File: config.mk
export PLATFORM = sky130hd
export DESIGN_NAME = fvns_addr_unit
export DESIGN_NICKNAME = d
export VERILOG_FILES = /design/src/hw/rtl/fvns_pkg.sv /design/src/hw/rtl/fvns_addr_unit.sv
export SDC_FILE = /design/constraint.sdc
export NUM_CORES = 1
export LEC_CHECK = 0
export BUFFER_PORTS_ARGS = -buffer_cell sky130_fd_sc_hd__buf_2
export CAP_MARGIN = 20
export CORE_AREA = 2 2 39 41
export DETAILED_ROUTE_END_ITERATION = 10
export DIE_AREA = 0 0 41 43
export PLACE_DENSITY = 0.75
export SYNTH_ARGS = -nofsm -noshare
export SYNTH_HDL_FRONTEND = slang
export SYNTH_SLANG_ARGS = --single-unit
export TNS_END_PERCENT = 30
File: constraint.sdc
create_clock -name vclk -period 5.25
set_clock_uncertainty 0.1 [all_clocks]
set_input_delay 1.05 -clock vclk [all_inputs]
set_output_delay 1.05 -clock vclk [all_outputs]
set_load 0.1 [all_outputs]
File: src/hw/rtl/fvns_pkg.sv
// Shared types, codes and constant tables for the four-voice note sequencer.
`timescale 1ns / 1ps

package fvns_pkg;

    localparam int START_W   = 11;
    localparam int START_NUM = 4;
    localparam int REG_IDX_W = 2;

    localparam logic CMD_TICK = 1'b0;
    localparam logic CMD_LOAD = 1'b1;

    localparam logic [1:0] DRUM_KICK  = 2'd0;
    localparam logic [1:0] DRUM_SNARE = 2'd1;
    localparam logic [1:0] DRUM_HIHAT = 2'd2;

    localparam logic [7:0] NOTE_REST  = 8'd0;
    localparam logic [7:0] NOTE_KICK  = 8'd1;
    localparam logic [7:0] NOTE_SNARE = 8'd2;

    localparam logic [7:0] PAN_CENTRE = 8'd128;

    localparam logic [1:0] REG_VOICE0 = 2'd0;
    localparam logic [1:0] REG_VOICE1 = 2'd1;
    localparam logic [1:0] REG_VOICE2 = 2'd2;
    localparam logic [1:0] REG_DRUM   = 2'd3;

    typedef struct packed {
        logic        cmd;
        logic [10:0] load_address;
        logic [7:0]  load_word;
    } req_t;

    typedef struct packed {
        logic [1:0] voice;
        logic       play;
        logic [7:0] note;
        logic [1:0] drum_kind;
        logic [7:0] pan;
        logic       last;
    } rsp_t;

    typedef enum logic {
        AOP_OFFSET,
        AOP_REDUCE
    } addr_op_t;

    typedef enum logic [2:0] {
        ST_IDLE,
        ST_CHECK,
        ST_NOTE,
        ST_DUR,
        ST_WRAP,
        ST_PUSH,
        ST_FLUSH
    } seq_state_t;

    function automatic logic [7:0] melodic_pan(input logic [1:0] idx);
        logic [7:0] p;
        case (idx)
            2'd0:    p = 8'd128;
            2'd1:    p = 8'd224;
            2'd2:    p = 8'd32;
            default: p = PAN_CENTRE;
        endcase
        return p;
    endfunction

    function automatic logic [7:0] drum_pan(input logic [1:0] kind);
        logic [7:0] p;
        case (kind)
            DRUM_KICK:  p = 8'd128;
            DRUM_SNARE: p = 8'd160;
            default:    p = 8'd96;
        endcase
        return p;
    endfunction

endpackage

File: src/hw/rtl/fvns_addr_unit.sv
// Shared address unit: position plus small offset with wrap, or reduction modulo depth.
`timescale 1ns / 1ps

module fvns_addr_unit #(
    parameter int SONG_DEPTH = 2048,
    parameter int AW         = 11
) (
    input  fvns_pkg::addr_op_t op,
    input  logic [AW-1:0]      base,
    input  logic [1:0]         offset,
    input  logic [10:0]        raw,
    output logic [AW-1:0]      result
);

    import fvns_pkg::*;

    // depth is at least 64, so five halving steps cover any 11-bit value
    localparam int RW = AW + 5;

    logic [AW:0]   sum;
    logic [RW-1:0] rem;

    always_comb
    begin
        sum = {1'b0, base} + (AW + 1)'(offset);
        if (sum >= (AW + 1)'(SONG_DEPTH))
        begin
            sum = sum - (AW + 1)'(SONG_DEPTH);
        end

        rem = RW'(raw);
        for (int k = 4; k >= 0; k--)
        begin
            if (rem >= (RW'(SONG_DEPTH) << k))
            begin
                rem = rem - (RW'(SONG_DEPTH) << k);
            end
        end

        case (op)
            AOP_OFFSET: result = sum[AW-1:0];
            AOP_REDUCE: result = rem[AW-1:0];
            default:    result = sum[AW-1:0];
        endcase
    end

endmodule

==> out/results.tsv <==
metric	value	unit
status	finished, final reports clean	
post-synth top area cell	or4_1	
Top-Level Pins	36	
post-layout minimum cycle time	4200	ps
Synth top area share	12.6	%
PortBufs	36	
Pre-antenna DRT Iters	4	
total grt overflow	0	
Worst Path Max Fanout	6	
CP Launch Type	primary input	
end of the worst hold path	result[5]	
cts-stage hold buffer count	0	
compound-cell area share of the yosys netlist	27.3	%
routed wire length	1000	µm
synth unique cells	20	
Die ar.	1760	µm²
warnings from Yosys	0	
post-CTS sizing	0	
Tcrit/Tclk final	79.9	%
Worst-Margin Slew	520	ps
initial antenna violation count	0	
# setup viols final	0	
Post-Synth XOR/XNOR Area	4.90	%
Mean Syn Cell Area	6.28	µm²
Final Hold Viols	0	
post-synthesis to final-layout area growth	53.8	%
fmax	0.238	GHz
CP Capture Type	output pin	
register area	0	µm²
Die Ht	43	µm
All-Layer GR Usage	11.4	%
final cell utilization of the core	39.8	%
Worst IR Drop VDD	72.8	µV
GPL Wtd Cong	0.729	
largest net degree at the start of global routing	14	
clock buf count	0	
family with the most delay on the worst path	simple AND/OR/NAND/NOR gates	
RSZ-0062 raised after global routing	false	
synthesized cell area	358	µm²
n_diodes	0	
nets	121	
Setup Crit Path Kind	primary input to output pin	
mux share of post-synthesis cell area	3.15	%
most common library cells after synthesis	inv_1, nand2_1, or4_1	
Detail Route met2 WL	467	µm
vias in the first global route	399	
syn_nets	85	
area of the multi-input gates	328	µm²
Die Wd	41	µm
layout cells sized above 1	42.9	%
WP data arrival	3050	ps
worst hold path depth	4	
core area	1380	µm²
main combinational cell family by area after synthesis	simple AND/OR/NAND/NOR gates	
wire length on met1	416	µm
Post-DRT Antenna Nets	0	
wire per inst	9.35	µm
post-synthesis simple-gate area fraction	43.7	%
initial core utilization	25.9	%
uppermost layer routed	met3	
Max-slew headroom	65.4	%
worst hold path type	primary input to output pin	
leakage	0.000270	µW
postcts setup bufs	0	
design area	551	µm²
placed inst area	551	µm²
Fillers	153	
Placement Rows	14	
fin. max-slew vios	0	
via count	547	
met3 WL	117	µm
seq_cells	0	
Critical Path Max Stage Delay	480	ps
Worst EP required	4100	ps
Buf+Inv Stages, Crit Path	3	
max-cap violation count	0	
adder-cell area share of the yosys netlist	12.6	%
PwrDens	176	nW/µm²
Cells after Synth	57	
non-filler instance count after layout	107	
most numerous cell on the critical path	buf_2	
hpwl dp	853	µm
worst path cell trace	buf_2 -> ha_1 -> inv_1 -> fa_1 -> nand2b_1 -> or4_1 -> a31oi_1 -> buf_2	
worst hold slack	2490	ps
Slowest-stage cell, CP	or4_1	
placed cells	107	
HP Start	raw[5]	
setup TNS	0	ps
vias per cell	5.11	
synth top area cells	or4_1, o31ai_1, a31oi_1	
DRC	0	
sequential share of the synthesized area	0	%
first-pass GRT wire length	1550	µm
Iter 0 DRT Violations	4	
layout by cell type (no fill, tap or decap), types with 3 or more instances in the layout:
cell type	n
nand3_1	5
o31ai_1	4
buf_2	36
o211ai_1	3
a31oi_1	4
nand2_1	6
nor2_1	5
inv_1	6
or4_1	6
power breakdown:
part,switching (µW),internal [µW]
clock,0,0
sequential,0,0
combinational,76.7,20.0
total,76.7,20.0
how the worst max path moves through the flow:
stage | slack, ps | startpoint | endpoint | depth (start not counted)
2_1_floorplan | 50 | offset[0] | result[4] | 6
3_3_place_gp | 1070 | offset[0] | result[10] | 8
3_5_place_dp | 1040 | offset[0] | result[10] | 8
4_1_cts | 1040 | offset[0] | result[10] | 8
5_1_grt | 920 | offset[0] | result[10] | 8
6_report | 1050 | offset[0] | result[10] | 8
cells by family (layout without fill, tap and decap cells):
family	after synthesis	in the layout
simple gates	28	28
compound gates	15	15
buf+inv	8	42
fa+ha+maj	3	3
xor+xnor	2	2
mux	1	1
metrics by stage:
stage | total power (µW) | setup slack [ps]
after global placement | 96.4 | 1070
after global routing | 102 | 918
after CTS | 97.3 | 1040
after detailed placement | 97.0 | 1040
final | 96.7 | 1050
after floorplan | 75.4 | 47.0
worst min-delay path: stages:
cell,delay [ps]
buf_2,90
nand2_1,50
nand3_1,50
buf_2,290
final cells by class:
type,count,area share (%)
tap,16,3.64
multi-input combinational,49,59.5
timing repair buffer,36,32.7
inverter,6,4.09
routing by layer:
layer	global-route usage (%)	vias up
li1	-	286
met1	16.9	234
met2	19.1	27
met3	0	0
met4	0	0
met5	0	-
Power figures use the tool's default switching activity.
