--- src/hw/rtl/fvns_pkg.sv ---
// Shared types, codes and constant tables for the four-voice note sequencer.
`timescale 1ns / 1ps

package fvns_pkg;

    localparam int START_W   = 11;
    localparam int START_NUM = 4;
    localparam int REG_IDX_W = 2;

    localparam logic CMD_TICK = 1'b0;
    localparam logic CMD_LOAD = 1'b1;

    localparam logic [1:0] DRUM_KICK  = 2'd0;
    localparam logic [1:0] DRUM_SNARE = 2'd1;
    localparam logic [1:0] DRUM_HIHAT = 2'd2;

    localparam logic [7:0] NOTE_REST  = 8'd0;
    localparam logic [7:0] NOTE_KICK  = 8'd1;
    localparam logic [7:0] NOTE_SNARE = 8'd2;

    localparam logic [7:0] PAN_CENTRE = 8'd128;

    localparam logic [1:0] REG_VOICE0 = 2'd0;
    localparam logic [1:0] REG_VOICE1 = 2'd1;
    localparam logic [1:0] REG_VOICE2 = 2'd2;
    localparam logic [1:0] REG_DRUM   = 2'd3;

    typedef struct packed {
        logic        cmd;
        logic [10:0] load_address;
        logic [7:0]  load_word;
    } req_t;

    typedef struct packed {
        logic [1:0] voice;
        logic       play;
        logic [7:0] note;
        logic [1:0] drum_kind;
        logic [7:0] pan;
        logic       last;
    } rsp_t;

    typedef enum logic {
        AOP_OFFSET,
        AOP_REDUCE
    } addr_op_t;

    typedef enum logic [2:0] {
        ST_IDLE,
        ST_CHECK,
        ST_NOTE,
        ST_DUR,
        ST_WRAP,
        ST_PUSH,
        ST_FLUSH
    } seq_state_t;

    function automatic logic [7:0] melodic_pan(input logic [1:0] idx);
        logic [7:0] p;
        case (idx)
            2'd0:    p = 8'd128;
            2'd1:    p = 8'd224;
            2'd2:    p = 8'd32;
            default: p = PAN_CENTRE;
        endcase
        return p;
    endfunction

    function automatic logic [7:0] drum_pan(input logic [1:0] kind);
        logic [7:0] p;
        case (kind)
            DRUM_KICK:  p = 8'd128;
            DRUM_SNARE: p = 8'd160;
            default:    p = 8'd96;
        endcase
        return p;
    endfunction

endpackage

--- src/hw/rtl/fvns_ctrl.sv ---
// Sequencer: walks the voices on a tick, drives memory and address unit, holds the result words.
`timescale 1ns / 1ps

module fvns_ctrl #(
    parameter int VOICE_COUNT = 4,
    parameter int AW          = 11
) (
    input  logic                clk,
    input  logic                rst_n,
    input  logic                req_valid,
    output logic                req_stall,
    input  fvns_pkg::req_t      req,
    output logic                rsp_valid,
    input  logic                rsp_stall,
    output fvns_pkg::rsp_t      rsp,
    input  logic [fvns_pkg::START_NUM-1:0][fvns_pkg::START_W-1:0] starts,
    output fvns_pkg::addr_op_t  au_op,
    output logic [AW-1:0]       au_base,
    output logic [1:0]          au_offset,
    output logic [10:0]         au_raw,
    input  logic [AW-1:0]       au_result,
    output logic                mem_we,
    output logic [AW-1:0]       mem_addr,
    output logic [7:0]          mem_wdata,
    input  logic [7:0]          mem_rdata
);

    import fvns_pkg::*;

    localparam int VW = (VOICE_COUNT > 1) ? $clog2(VOICE_COUNT) : 1;
    localparam logic [VW-1:0] LAST_VOICE = VW'(VOICE_COUNT - 1);

    seq_state_t    state_reg, state_next;
    logic [VW-1:0] v_reg, v_next;
    logic [AW-1:0] pos_reg [VOICE_COUNT];
    logic [AW-1:0] pos_next [VOICE_COUNT];
    logic [7:0]    rem_reg [VOICE_COUNT];
    logic [7:0]    rem_next [VOICE_COUNT];
    logic [7:0]    note_reg, note_next;
    rsp_t          evt_reg, evt_next;
    rsp_t          pend_reg, pend_next;
    logic          pend_valid_reg, pend_valid_next;
    rsp_t          out_reg, out_next;
    logic          out_valid_reg, out_valid_next;

    logic          out_free;
    logic          advance;
    logic [10:0]   voice_start;
    logic [1:0]    kind;
    logic [1:0]    v_idx;

    assign out_free  = !out_valid_reg || !rsp_stall;
    assign rsp_valid = out_valid_reg;
    assign rsp       = out_reg;
    assign req_stall = (state_reg != ST_IDLE);
    assign v_idx     = 2'(v_reg);

    always_comb
    begin
        if (v_reg == LAST_VOICE)
        begin
            voice_start = starts[REG_DRUM];
        end
        else if (int'(v_reg) < 3)
        begin
            voice_start = starts[v_idx];
        end
        else
        begin
            voice_start = '0;
        end

        case (note_reg)
            NOTE_KICK:  kind = DRUM_KICK;
            NOTE_SNARE: kind = DRUM_SNARE;
            default:    kind = DRUM_HIHAT;
        endcase
    end

    always_comb
    begin
        state_next      = state_reg;
        v_next          = v_reg;
        pos_next        = pos_reg;
        rem_next        = rem_reg;
        note_next       = note_reg;
        evt_next        = evt_reg;
        pend_next       = pend_reg;
        pend_valid_next = pend_valid_reg;
        out_next        = out_reg;
        out_valid_next  = out_valid_reg && rsp_stall;
        advance         = 1'b0;

        au_op     = AOP_OFFSET;
        au_base   = pos_reg[v_reg];
        au_offset = 2'd0;
        au_raw    = req.load_address;
        mem_we    = 1'b0;
        mem_addr  = au_result;
        mem_wdata = req.load_word;

        case (state_reg)
            ST_IDLE:
            begin
                au_op = AOP_REDUCE;
                if (req_valid)
                begin
                    if (req.cmd == CMD_LOAD)
                    begin
                        mem_we = 1'b1;
                    end
                    else
                    begin
                        v_next     = '0;
                        state_next = ST_CHECK;
                    end
                end
            end
            ST_CHECK:
            begin
                if (rem_reg[v_reg] == 8'd0)
                begin
                    state_next = ST_NOTE;
                end
                else
                begin
                    rem_next[v_reg] = rem_reg[v_reg] - 8'd1;
                    advance         = 1'b1;
                end
            end
            ST_NOTE:
            begin
                note_next  = mem_rdata;
                au_offset  = 2'd1;
                state_next = ST_DUR;
            end
            ST_DUR:
            begin
                // load the countdown and take this tick's decrement at once
                rem_next[v_reg] = (mem_rdata == 8'd0) ? 8'd0 : mem_rdata - 8'd1;
                au_offset       = 2'd3;
                state_next      = ST_WRAP;
            end
            ST_WRAP:
            begin
                if (mem_rdata == 8'd0)
                begin
                    au_op  = AOP_REDUCE;
                    au_raw = voice_start;
                end
                else
                begin
                    au_offset = 2'd2;
                end
                pos_next[v_reg] = au_result;

                evt_next.voice = v_idx;
                evt_next.note  = note_reg;
                evt_next.last  = 1'b0;
                if (v_reg == LAST_VOICE)
                begin
                    evt_next.play      = 1'b1;
                    evt_next.drum_kind = kind;
                    evt_next.pan       = drum_pan(kind);
                end
                else
                begin
                    evt_next.play      = (note_reg != NOTE_REST);
                    evt_next.drum_kind = DRUM_KICK;
                    evt_next.pan       = (int'(v_reg) < 3) ? melodic_pan(v_idx) : PAN_CENTRE;
                end
                state_next = ST_PUSH;
            end
            ST_PUSH:
            begin
                // hold the newest word back until the tick shows whether it is the last
                if (!pend_valid_reg)
                begin
                    pend_next       = evt_reg;
                    pend_valid_next = 1'b1;
                    advance         = 1'b1;
                end
                else if (out_free)
                begin
                    out_next        = pend_reg;
                    out_valid_next  = 1'b1;
                    pend_next       = evt_reg;
                    advance         = 1'b1;
                end
            end
            ST_FLUSH:
            begin
                if (out_free)
                begin
                    out_next        = pend_reg;
                    out_next.last   = 1'b1;
                    out_valid_next  = 1'b1;
                    pend_valid_next = 1'b0;
                    state_next      = ST_IDLE;
                end
            end
            default:
            begin
                state_next = ST_IDLE;
            end
        endcase

        if (advance)
        begin
            if (v_reg == LAST_VOICE)
            begin
                state_next = pend_valid_next ? ST_FLUSH : ST_IDLE;
            end
            else
            begin
                v_next     = v_reg + 1'b1;
                state_next = ST_CHECK;
            end
        end
    end

    always_ff @(posedge clk or negedge rst_n)
    begin
        if (!rst_n)
        begin
            state_reg      <= ST_IDLE;
            v_reg          <= '0;
            pend_valid_reg <= 1'b0;
            out_valid_reg  <= 1'b0;
            for (int i = 0; i < VOICE_COUNT; i++)
            begin
                pos_reg[i] <= '0;
                rem_reg[i] <= '0;
            end
        end
        else
        begin
            state_reg      <= state_next;
            v_reg          <= v_next;
            pend_valid_reg <= pend_valid_next;
            out_valid_reg  <= out_valid_next;
            pos_reg        <= pos_next;
            rem_reg        <= rem_next;
        end
    end

    always_ff @(posedge clk)
    begin
        note_reg <= note_next;
        evt_reg  <= evt_next;
        pend_reg <= pend_next;
        out_reg  <= out_next;
    end

endmodule

--- config.mk ---
export PLATFORM = sky130hd
export DESIGN_NAME = fvns_ctrl
export DESIGN_NICKNAME = d
export VERILOG_FILES = /design/src/hw/rtl/fvns_pkg.sv /design/src/hw/rtl/fvns_ctrl.sv
export SDC_FILE = /design/constraint.sdc
export NUM_CORES = 1
export LEC_CHECK = 0
export ABC_AREA = 0
export BUFFER_PORTS_ARGS = -buffer_cell sky130_fd_sc_hd__buf_2
export CORE_ASPECT_RATIO = 1.2
export CORE_MARGIN = 5
export CORE_UTILIZATION = 37
export CTS_BUF_LIST = sky130_fd_sc_hd__clkbuf_4
export DETAILED_ROUTE_END_ITERATION = 10
export PLACE_DENSITY = 0.57
export SYNTH_ARGS = -nofsm -noshare
export SYNTH_HDL_FRONTEND = slang
export SYNTH_SLANG_ARGS = --single-unit
--- constraint.sdc ---
create_clock -name clk -period 8.5 [get_ports clk]
set_input_delay 1.7 -clock clk [delete_from_list [all_inputs] [get_ports clk]]
set_output_delay 1.7 -clock clk [all_outputs]
set_load 0.1 [all_outputs]
==> results of run 1 <==
## logic make-up after synthesis
kind of cell	synth area share, %
simple gates	6.56
fa+ha+maj	1.50
compound gates	7.26
mux	21.8
buf+inv	5.08
xor+xnor	0.790
flops	56.9
other cells	0.0564
## cell type report
class                           instances  area [sq um]
Tap cell                              220           275
Sequential cell                       140          3790
Fill cell                            1640          9910
Inverter                               16          60.1
Multi-Input combinational cell        285          2550
Timing Repair Buffer                  139           711
Clock inverter                         15           146
Antenna cell                            1          2.50
Clock buffer                           17           128
## per-stage QoR
stage	util [%]	hold slack [ns]	std cells	worst slack, ns	area [sq um]
3_3_place_gp	42.0	0.401	800	2.76	7380
2_1_floorplan	-	0.400	488	1.47	6670
3_5_place_dp	42.0	0.405	800	2.65	7380
4_1_cts	43.6	0.423	832	2.66	7660
6_report	43.6	0.422	833	2.66	7660
5_1_grt	43.6	0.428	833	2.54	7660
## synth_stat cells, drive strengths merged
| master | instances | share of area [%] |
|---|---|---|
| a21bo | 1 | 0.15 |
| o22ai | 3 | 0.28 |
| o21ai | 34 | 2.6 |
| conb | 1 | 0.056 |
| a2111oi | 1 | 0.13 |
| o21a | 1 | 0.11 |
| o31ai | 6 | 0.68 |
| nand3 | 1 | 0.075 |
| nor2b | 3 | 0.28 |
| ha | 8 | 1.5 |
| a31oi | 4 | 0.38 |
| a21oi | 14 | 1.1 |
| xor2 | 4 | 0.53 |
| nor2 | 9 | 0.51 |
| a211o | 1 | 0.13 |
| xnor2 | 2 | 0.26 |
| mux2 | 59 | 10 |
| inv | 16 | 0.90 |
| edfxtp | 57 | 26 |
| nor3b | 2 | 0.23 |
| clkbuf | 11 | 0.62 |
| nand2 | 44 | 2.5 |
| nand2b | 1 | 0.094 |
| nor3 | 10 | 0.75 |
| and3 | 1 | 0.094 |
| o41ai | 1 | 0.41 |
| mux4 | 30 | 10 |
| a211oi | 1 | 0.11 |
| a21o | 1 | 0.11 |
| nor4 | 3 | 0.28 |
| or4 | 5 | 0.56 |
| or3 | 3 | 0.28 |
| and4 | 1 | 0.13 |
| nor4b | 1 | 0.13 |
| nand4 | 1 | 0.094 |
| dfrtp | 83 | 31 |
| o211ai | 7 | 1.1 |
| buf | 36 | 3.6 |
| and2 | 6 | 0.56 |
| mux2i | 11 | 1.7 |
## critical path, cell delays in order
cell	delay [ns]
sky130_fd_sc_hd__buf_2	0.13
sky130_fd_sc_hd__or4_1	0.59
sky130_fd_sc_hd__nor4b_1	0.31
sky130_fd_sc_hd__buf_4	0.21
sky130_fd_sc_hd__nand2_1	0.45
sky130_fd_sc_hd__o21ai_1	0.29
sky130_fd_sc_hd__buf_2	0.45
## power groups by stage
stage               clock network [mW]  registers [mW]  logic [mW]
floorplan                            0            1.14        1.31
global route                     0.457            1.12        1.77
global placement                     0            1.08        1.65
CTS                              0.428            1.09        1.68
finish                           0.412            1.09        1.66
detailed placement                   0            1.11        1.67
## routing by layer
layer	vias to the layer above	share of wire [%]	track usage (%)
met2	125	54	26.1
met3	28	5.2	3.92
met1	2101	39	16.4
li1	2013	-	-
met5	-	0	0
met4	0	2.2	5.58
## placed cells by master, fill, tap and decap left out, types with 6 or more instances in the layout
cell type	synthesis	final
sky130_fd_sc_hd__nand2_1	44	44
sky130_fd_sc_hd__o21ai_0	12	12
sky130_fd_sc_hd__ha_1	8	8
sky130_fd_sc_hd__nor3_1	10	9
sky130_fd_sc_hd__buf_2	6	133
sky130_fd_sc_hd__o21ai_1	22	22
sky130_fd_sc_hd__nor2_1	9	9
sky130_fd_sc_hd__o31ai_1	6	6
sky130_fd_sc_hd__a21oi_1	13	13
sky130_fd_sc_hd__mux2i_1	11	11
sky130_fd_sc_hd__buf_4	25	6
sky130_fd_sc_hd__dfrtp_1	83	82
sky130_fd_sc_hd__clkbuf_4	0	17
sky130_fd_sc_hd__inv_1	11	11
sky130_fd_sc_hd__mux4_2	30	30
sky130_fd_sc_hd__mux2_1	59	59
sky130_fd_sc_hd__edfxtp_1	57	57
sky130_fd_sc_hd__and2_1	6	6
## how the worst max path moves through the flow
stage          depth (start not counted)          from   endpoint  slack [ns]
2_1_floorplan                          4  mem_rdata[4]      au_op        1.47
3_3_place_gp                           7  mem_rdata[4]  au_raw[5]        2.76
3_5_place_dp                           7  mem_rdata[4]  au_raw[8]        2.65
4_1_cts                                7  mem_rdata[4]  au_raw[8]        2.66
5_1_grt                                7  mem_rdata[4]  au_raw[4]        2.54
6_report                               7  mem_rdata[4]  au_raw[8]        2.66
==> key figures, run 1 <==
Floorplan
  – Die X-Extent: around 130 um
  – Height of the chip: about 160 um
  – Core Region: 17,600 sq um
  – Initial core utilization: 37.9%
  – Number of I/O pins: between 150 and 200
  – Total Die Area: about 21,000 sq um
  – Standard-cell rows: 53

Layout
  – Nets: 694
  – Post-synthesis to final-layout area growth: 15.1%
  – Fraction of final layout cells with drive strength greater than 1: 35.0%
  – Flip-flop count of the largest register, all copies and words added: between 40 and 50

Min path
  – Type of the tightest min-delay check: reg2reg
  – Hold Crit Start: pend_reg[16]
  – Endpoint, Worst Hold: rsp[16]
  – Worst hold path stage count: 0

Pwr
  – Peak ir drop on the vdd network: 0.208 mV
  – Portion of total power attributed to sequential cells: 34.5%
  – Cell area power density: 412 nW/um^2
  – Clock group share of total power: 13.1%
  – Switching share of total power: 49.4%
  – Internal: 1.60 mW
  – Tot Pwr: 3.16 mW
  – Net switching power of the design: 1.56 mW
  – Reported leakage power: 3.32 nW
  – Combinational share of power: between 50% and 60%

Timing
  – Count of pins over their slew limit: 0
  – Achievable clock frequency: 171 MHz
  – Count of final setup violators: 0
  – Final period util: between 60% and 70%
  – Setup TNS Final: 0 ns
  – Relative max-transition margin: 23.1%
  – Number of hold-slack violations in the final timing report: 0
  – RSZ-0062 raised after global routing: no
  – Actual transition at the worst max-transition pin: approximately 1.1 ns
  – Min Tclk post-route: 5.84 ns
  – Clock Skew: 0.0288 ns

Clocking
  – Number of CTS-inserted buffers: 17
  – # hold bufs at CTS: 0
  – Clk Latency, worst-skew pair: 0.54 ns
  – H-tree depth: 4
  – Post-CTS setup repair buffer count: 0
  – Post_cts resized: 0
  – TritonCTS clock tree: built
  – CTS root buffer: sky130_fd_sc_hd__clkbuf_4
  – CTS clock-pin slew for the worst setup and hold paths: about 0.15 ns
  – Maximum number of buffers from clock root to sink: 2
  – Clock sink count: 140

Placement
  – Routability cong.: 0.829
  – DPL Wire Length: 10.8 mm
  – Input/output buffers: approximately 130

Drt
  – Per-cell via count in the routed design: ~5
  – Overall via count from detail_route: 4,267
  – Final wirelength: 14.9 mm
  – Number of DRC markers in iteration 0: 191
  – Number of nets with antenna violations after routing: 0
  – Detailed-routing iteration count for the pre-antenna-repair pass: 4
  – Routed len/inst: 17.9 um
  – Drc violations: 0

Setup path
  – Sort of element at the end of the critical path: output pin
  – Origin of the critical flop-to-flop path: v_idx[0]
  – Largest fanout of any net on the critical path: 22
  – Worst R2R Path Depth: 8
  – Critical path startpoint category: input port
  – Arrival time of data at the critical path endpoint: 4.14 ns
  – Reg2reg end: rem_reg[10]
  – Required time of the critical path: 6.80 ns
  – Register-to-register setup slack: 4.69 ns
  – Startpoint-to-endpoint class of the critical path: in2out

GRT
  – Antenna violations before repair: 1
  – Aggregate global routing overflow: 0
  – First-pass GRT wire length: 23.9 mm
  – Overall track demand over capacity in global routing: roughly 14%
  – Largest net degree at the start of global routing: between 80 and 90
  – Via count of the first global-routing pass: approximately 4.5k

Synthesis
  – Synthesized area: about 6700 sq um
  – Count of cell types in the netlist: 46
  – Instance count of the mapped netlist: just under 500
  – Number of warnings issued by yosys: 0
  – Sequential area share after synthesis: 56.9%
  – Average size of a mapped cell: roughly 14 sq um
  – Number of flip-flops and latches in the synthesized netlist: 140

Run status
  – Status: completed

Run
  – Max-cap viol count: 0
(Power assumes the default switching activity.)
==> run 2: changes to the inputs <==
clock period = 5.7 ns   (was 8.5 ns; I/O delays follow)
==> key figures, run 2 (synthesis gave the netlist of run 1 again) <==
Layout
  – Flip-flop count of the largest register, all copies and words added: 44
  – FILL cells: 1,651
  – Area occupied by multi-input gates: 2550 sq um
  – Post-synthesis to final-layout area growth: 15.6%
  – Finished layout cell area: 7690 sq um
  – Most common cell after layout, fill and taps aside: sky130_fd_sc_hd__buf_2
  – Fraction of final layout cells with drive strength greater than 1: 35.2%
  – Commonest cells after routing, fill and taps aside: sky130_fd_sc_hd__buf_2 (133), sky130_fd_sc_hd__dfrtp_1 (82), sky130_fd_sc_hd__mux2_1 (59)
  – Nets: between 600 and 700
  – Sequential cell area: 3790 sq um

GRT
  – Via count of the first global-routing pass: roughly 4.5k
  – Largest net degree at the start of global routing: 84
  – First-pass GRT wire length: about 24 mm
  – Overall track demand over capacity in global routing: 14.5%
  – Antenna violations before repair: 1
  – Aggregate global routing overflow: 0

Setup path
  – Largest fanout of any net on the critical path: 22
  – Startpoint-to-endpoint class of the critical path: in2out
  – Sort of element at the end of the critical path: output pin
  – Reg2reg end: rem_reg[22]
  – Required time of the critical path: 4.56 ns
  – Critical path origin: mem_rdata[4]
  – Termination of the worst setup path: au_raw[0]
  – Worst R2R Path Depth: 7
  – Origin of the critical flop-to-flop path: v_idx[0]
  – Register-to-register setup slack: ~2.0 ns
  – Critical path startpoint category: input port
  – Arrival time of data at the critical path endpoint: 3.48 ns

Drt
  – Detailed-routing iteration count for the pre-antenna-repair pass: 4
  – Number of nets with antenna violations after routing: 0
  – Overall via count from detail_route: 4,329
  – Per-cell via count in the routed design: 5.19
  – Drc violations: 0
  – Number of DRC markers in iteration 0: ~220
  – Routed len/inst: roughly 18 um
  – Final wirelength: 15.0 mm

Clocking
  – Clock sink count: 140
  – H-tree depth: 4
  – Number of CTS-inserted buffers: 17
  – CTS clock-pin slew for the worst setup and hold paths: 0.15 ns
  – Maximum number of buffers from clock root to sink: 2
  – # hold bufs at CTS: 0
  – Post-CTS setup repair buffer count: 0
  – Clk Latency, worst-skew pair: 0.52 ns
  – CTS root buffer: sky130_fd_sc_hd__clkbuf_4
  – TritonCTS clock tree: built
  – Post_cts resized: 0

Placement
  – Input/output buffers: 134
  – DPL Wire Length: around 11 mm
  – Routability cong.: 0.882
  – Placed instance area: roughly 7400 sq um

Pwr
  – Peak ir drop on the vdd network: 0.343 mV
  – Reported leakage power: between 3 and 4 nW
  – Cell area power density: 620 nW/um^2
  – Tot Pwr: about 4.8 mW

Timing
  – RSZ-0062 raised after global routing: no
  – Relative max-transition margin: 30.3%
  – Clock Skew: approximately 0.018 ns
  – Setup TNS Final: 0 ns
  – Actual transition at the worst max-transition pin: 1.05 ns
  – Count of pins over their slew limit: 0
  – Count of final setup violators: 0
  – Min Tclk post-route: 4.62 ns
  – Final period util: 81.1%
  – Achievable clock frequency: 216 MHz
  – Number of hold-slack violations in the final timing report: 0

Floorplan
  – Standard-cell rows: 53
  – Height of the chip: 157 um
  – Number of I/O pins: 156
  – Core Region: roughly 18,000 sq um
  – Initial core utilization: 37.9%
  – Total Die Area: approximately 21,000 sq um
  – Die X-Extent: 132 um

Run
  – Max-cap viol count: 0

Min path
  – Type of the tightest min-delay check: reg2reg

Run status
  – Status: completed
## run 2: cell types whose count changed in the layout (fill, tap and decap cells not counted)
cell                         change
sky130_fd_sc_hd__clkinv_4        -2
sky130_fd_sc_hd__inv_8           +2
sky130_fd_sc_hd__a211oi_1        -1
sky130_fd_sc_hd__a211oi_2        +1
sky130_fd_sc_hd__buf_4           +1
sky130_fd_sc_hd__bufinv_16       +1
sky130_fd_sc_hd__clkinv_8        -1
sky130_fd_sc_hd__clkinvlp_2      -1
sky130_fd_sc_hd__clkinvlp_4      +1
## run 2: stage by stage
stage	setup slack [ns]	hold WS (ns)	util [%]	instances
floorplan	0.326	0.400	-	488
global placement	1.15	0.402	42.1	801
detailed placement	1.08	0.405	42.1	801
CTS	1.07	0.425	43.8	833
global route	0.890	0.431	43.8	834
finish	1.08	0.422	43.8	834
## run 2: layout make-up
class                   count  area share (%)
well taps                 220            3.58
inverters                  16           0.781
repair buffers            140            9.34
clock inverters            15            2.18
clock buffers              17            1.66
diodes                      1          0.0325
multi-input cells         285            33.2
flip-flops and latches    140            49.3
## run 2: metal layers
| metal | part of all wire [%] | vias to the layer above | GRT usage, % |
|---|---|---|---|
| li1 | - | 2010 | - |
| met1 | 39 | 2182 | 16.3 |
| met2 | 55 | 128 | 27.0 |
| met3 | 5.3 | 9 | 3.70 |
| met4 | 0.71 | 0 | 4.07 |
| met5 | 0 | - | 0 |
## run 2: worst min-delay path by stage
stage / start / endpoint / slack (ns) / depth (start not counted)
6_report: pend_reg[14] / rsp[14] / 0.42 / 0
5_1_grt: pend_reg[14] / rsp[14] / 0.43 / 0
4_1_cts: pend_reg[9] / rsp[9] / 0.43 / 0
3_5_place_dp: pend_reg[13] / rsp[13] / 0.40 / 0
2_1_floorplan: evt_reg[10] / pend_reg[10] / 0.40 / 0
3_3_place_gp: evt_reg[11] / pend_reg[11] / 0.40 / 0
## run 2: power breakdown
group / internal (mW) / total (mW) / switching, mW
clock network: 0.243 / 0.660 / 0.418
registers: 1.44 / 1.68 / 0.240
logic: 0.749 / 2.43 / 1.68
total: 2.43 / 4.77 / 2.34
## run 2: critical path, stage by stage
cell and delay [ns]:
sky130_fd_sc_hd__buf_2 0.12, sky130_fd_sc_hd__or4_1 0.58, sky130_fd_sc_hd__nor4b_1 0.28, sky130_fd_sc_hd__buf_4 0.21
sky130_fd_sc_hd__nand2_1 0.41, sky130_fd_sc_hd__o21ai_1 0.28, sky130_fd_sc_hd__buf_2 0.45
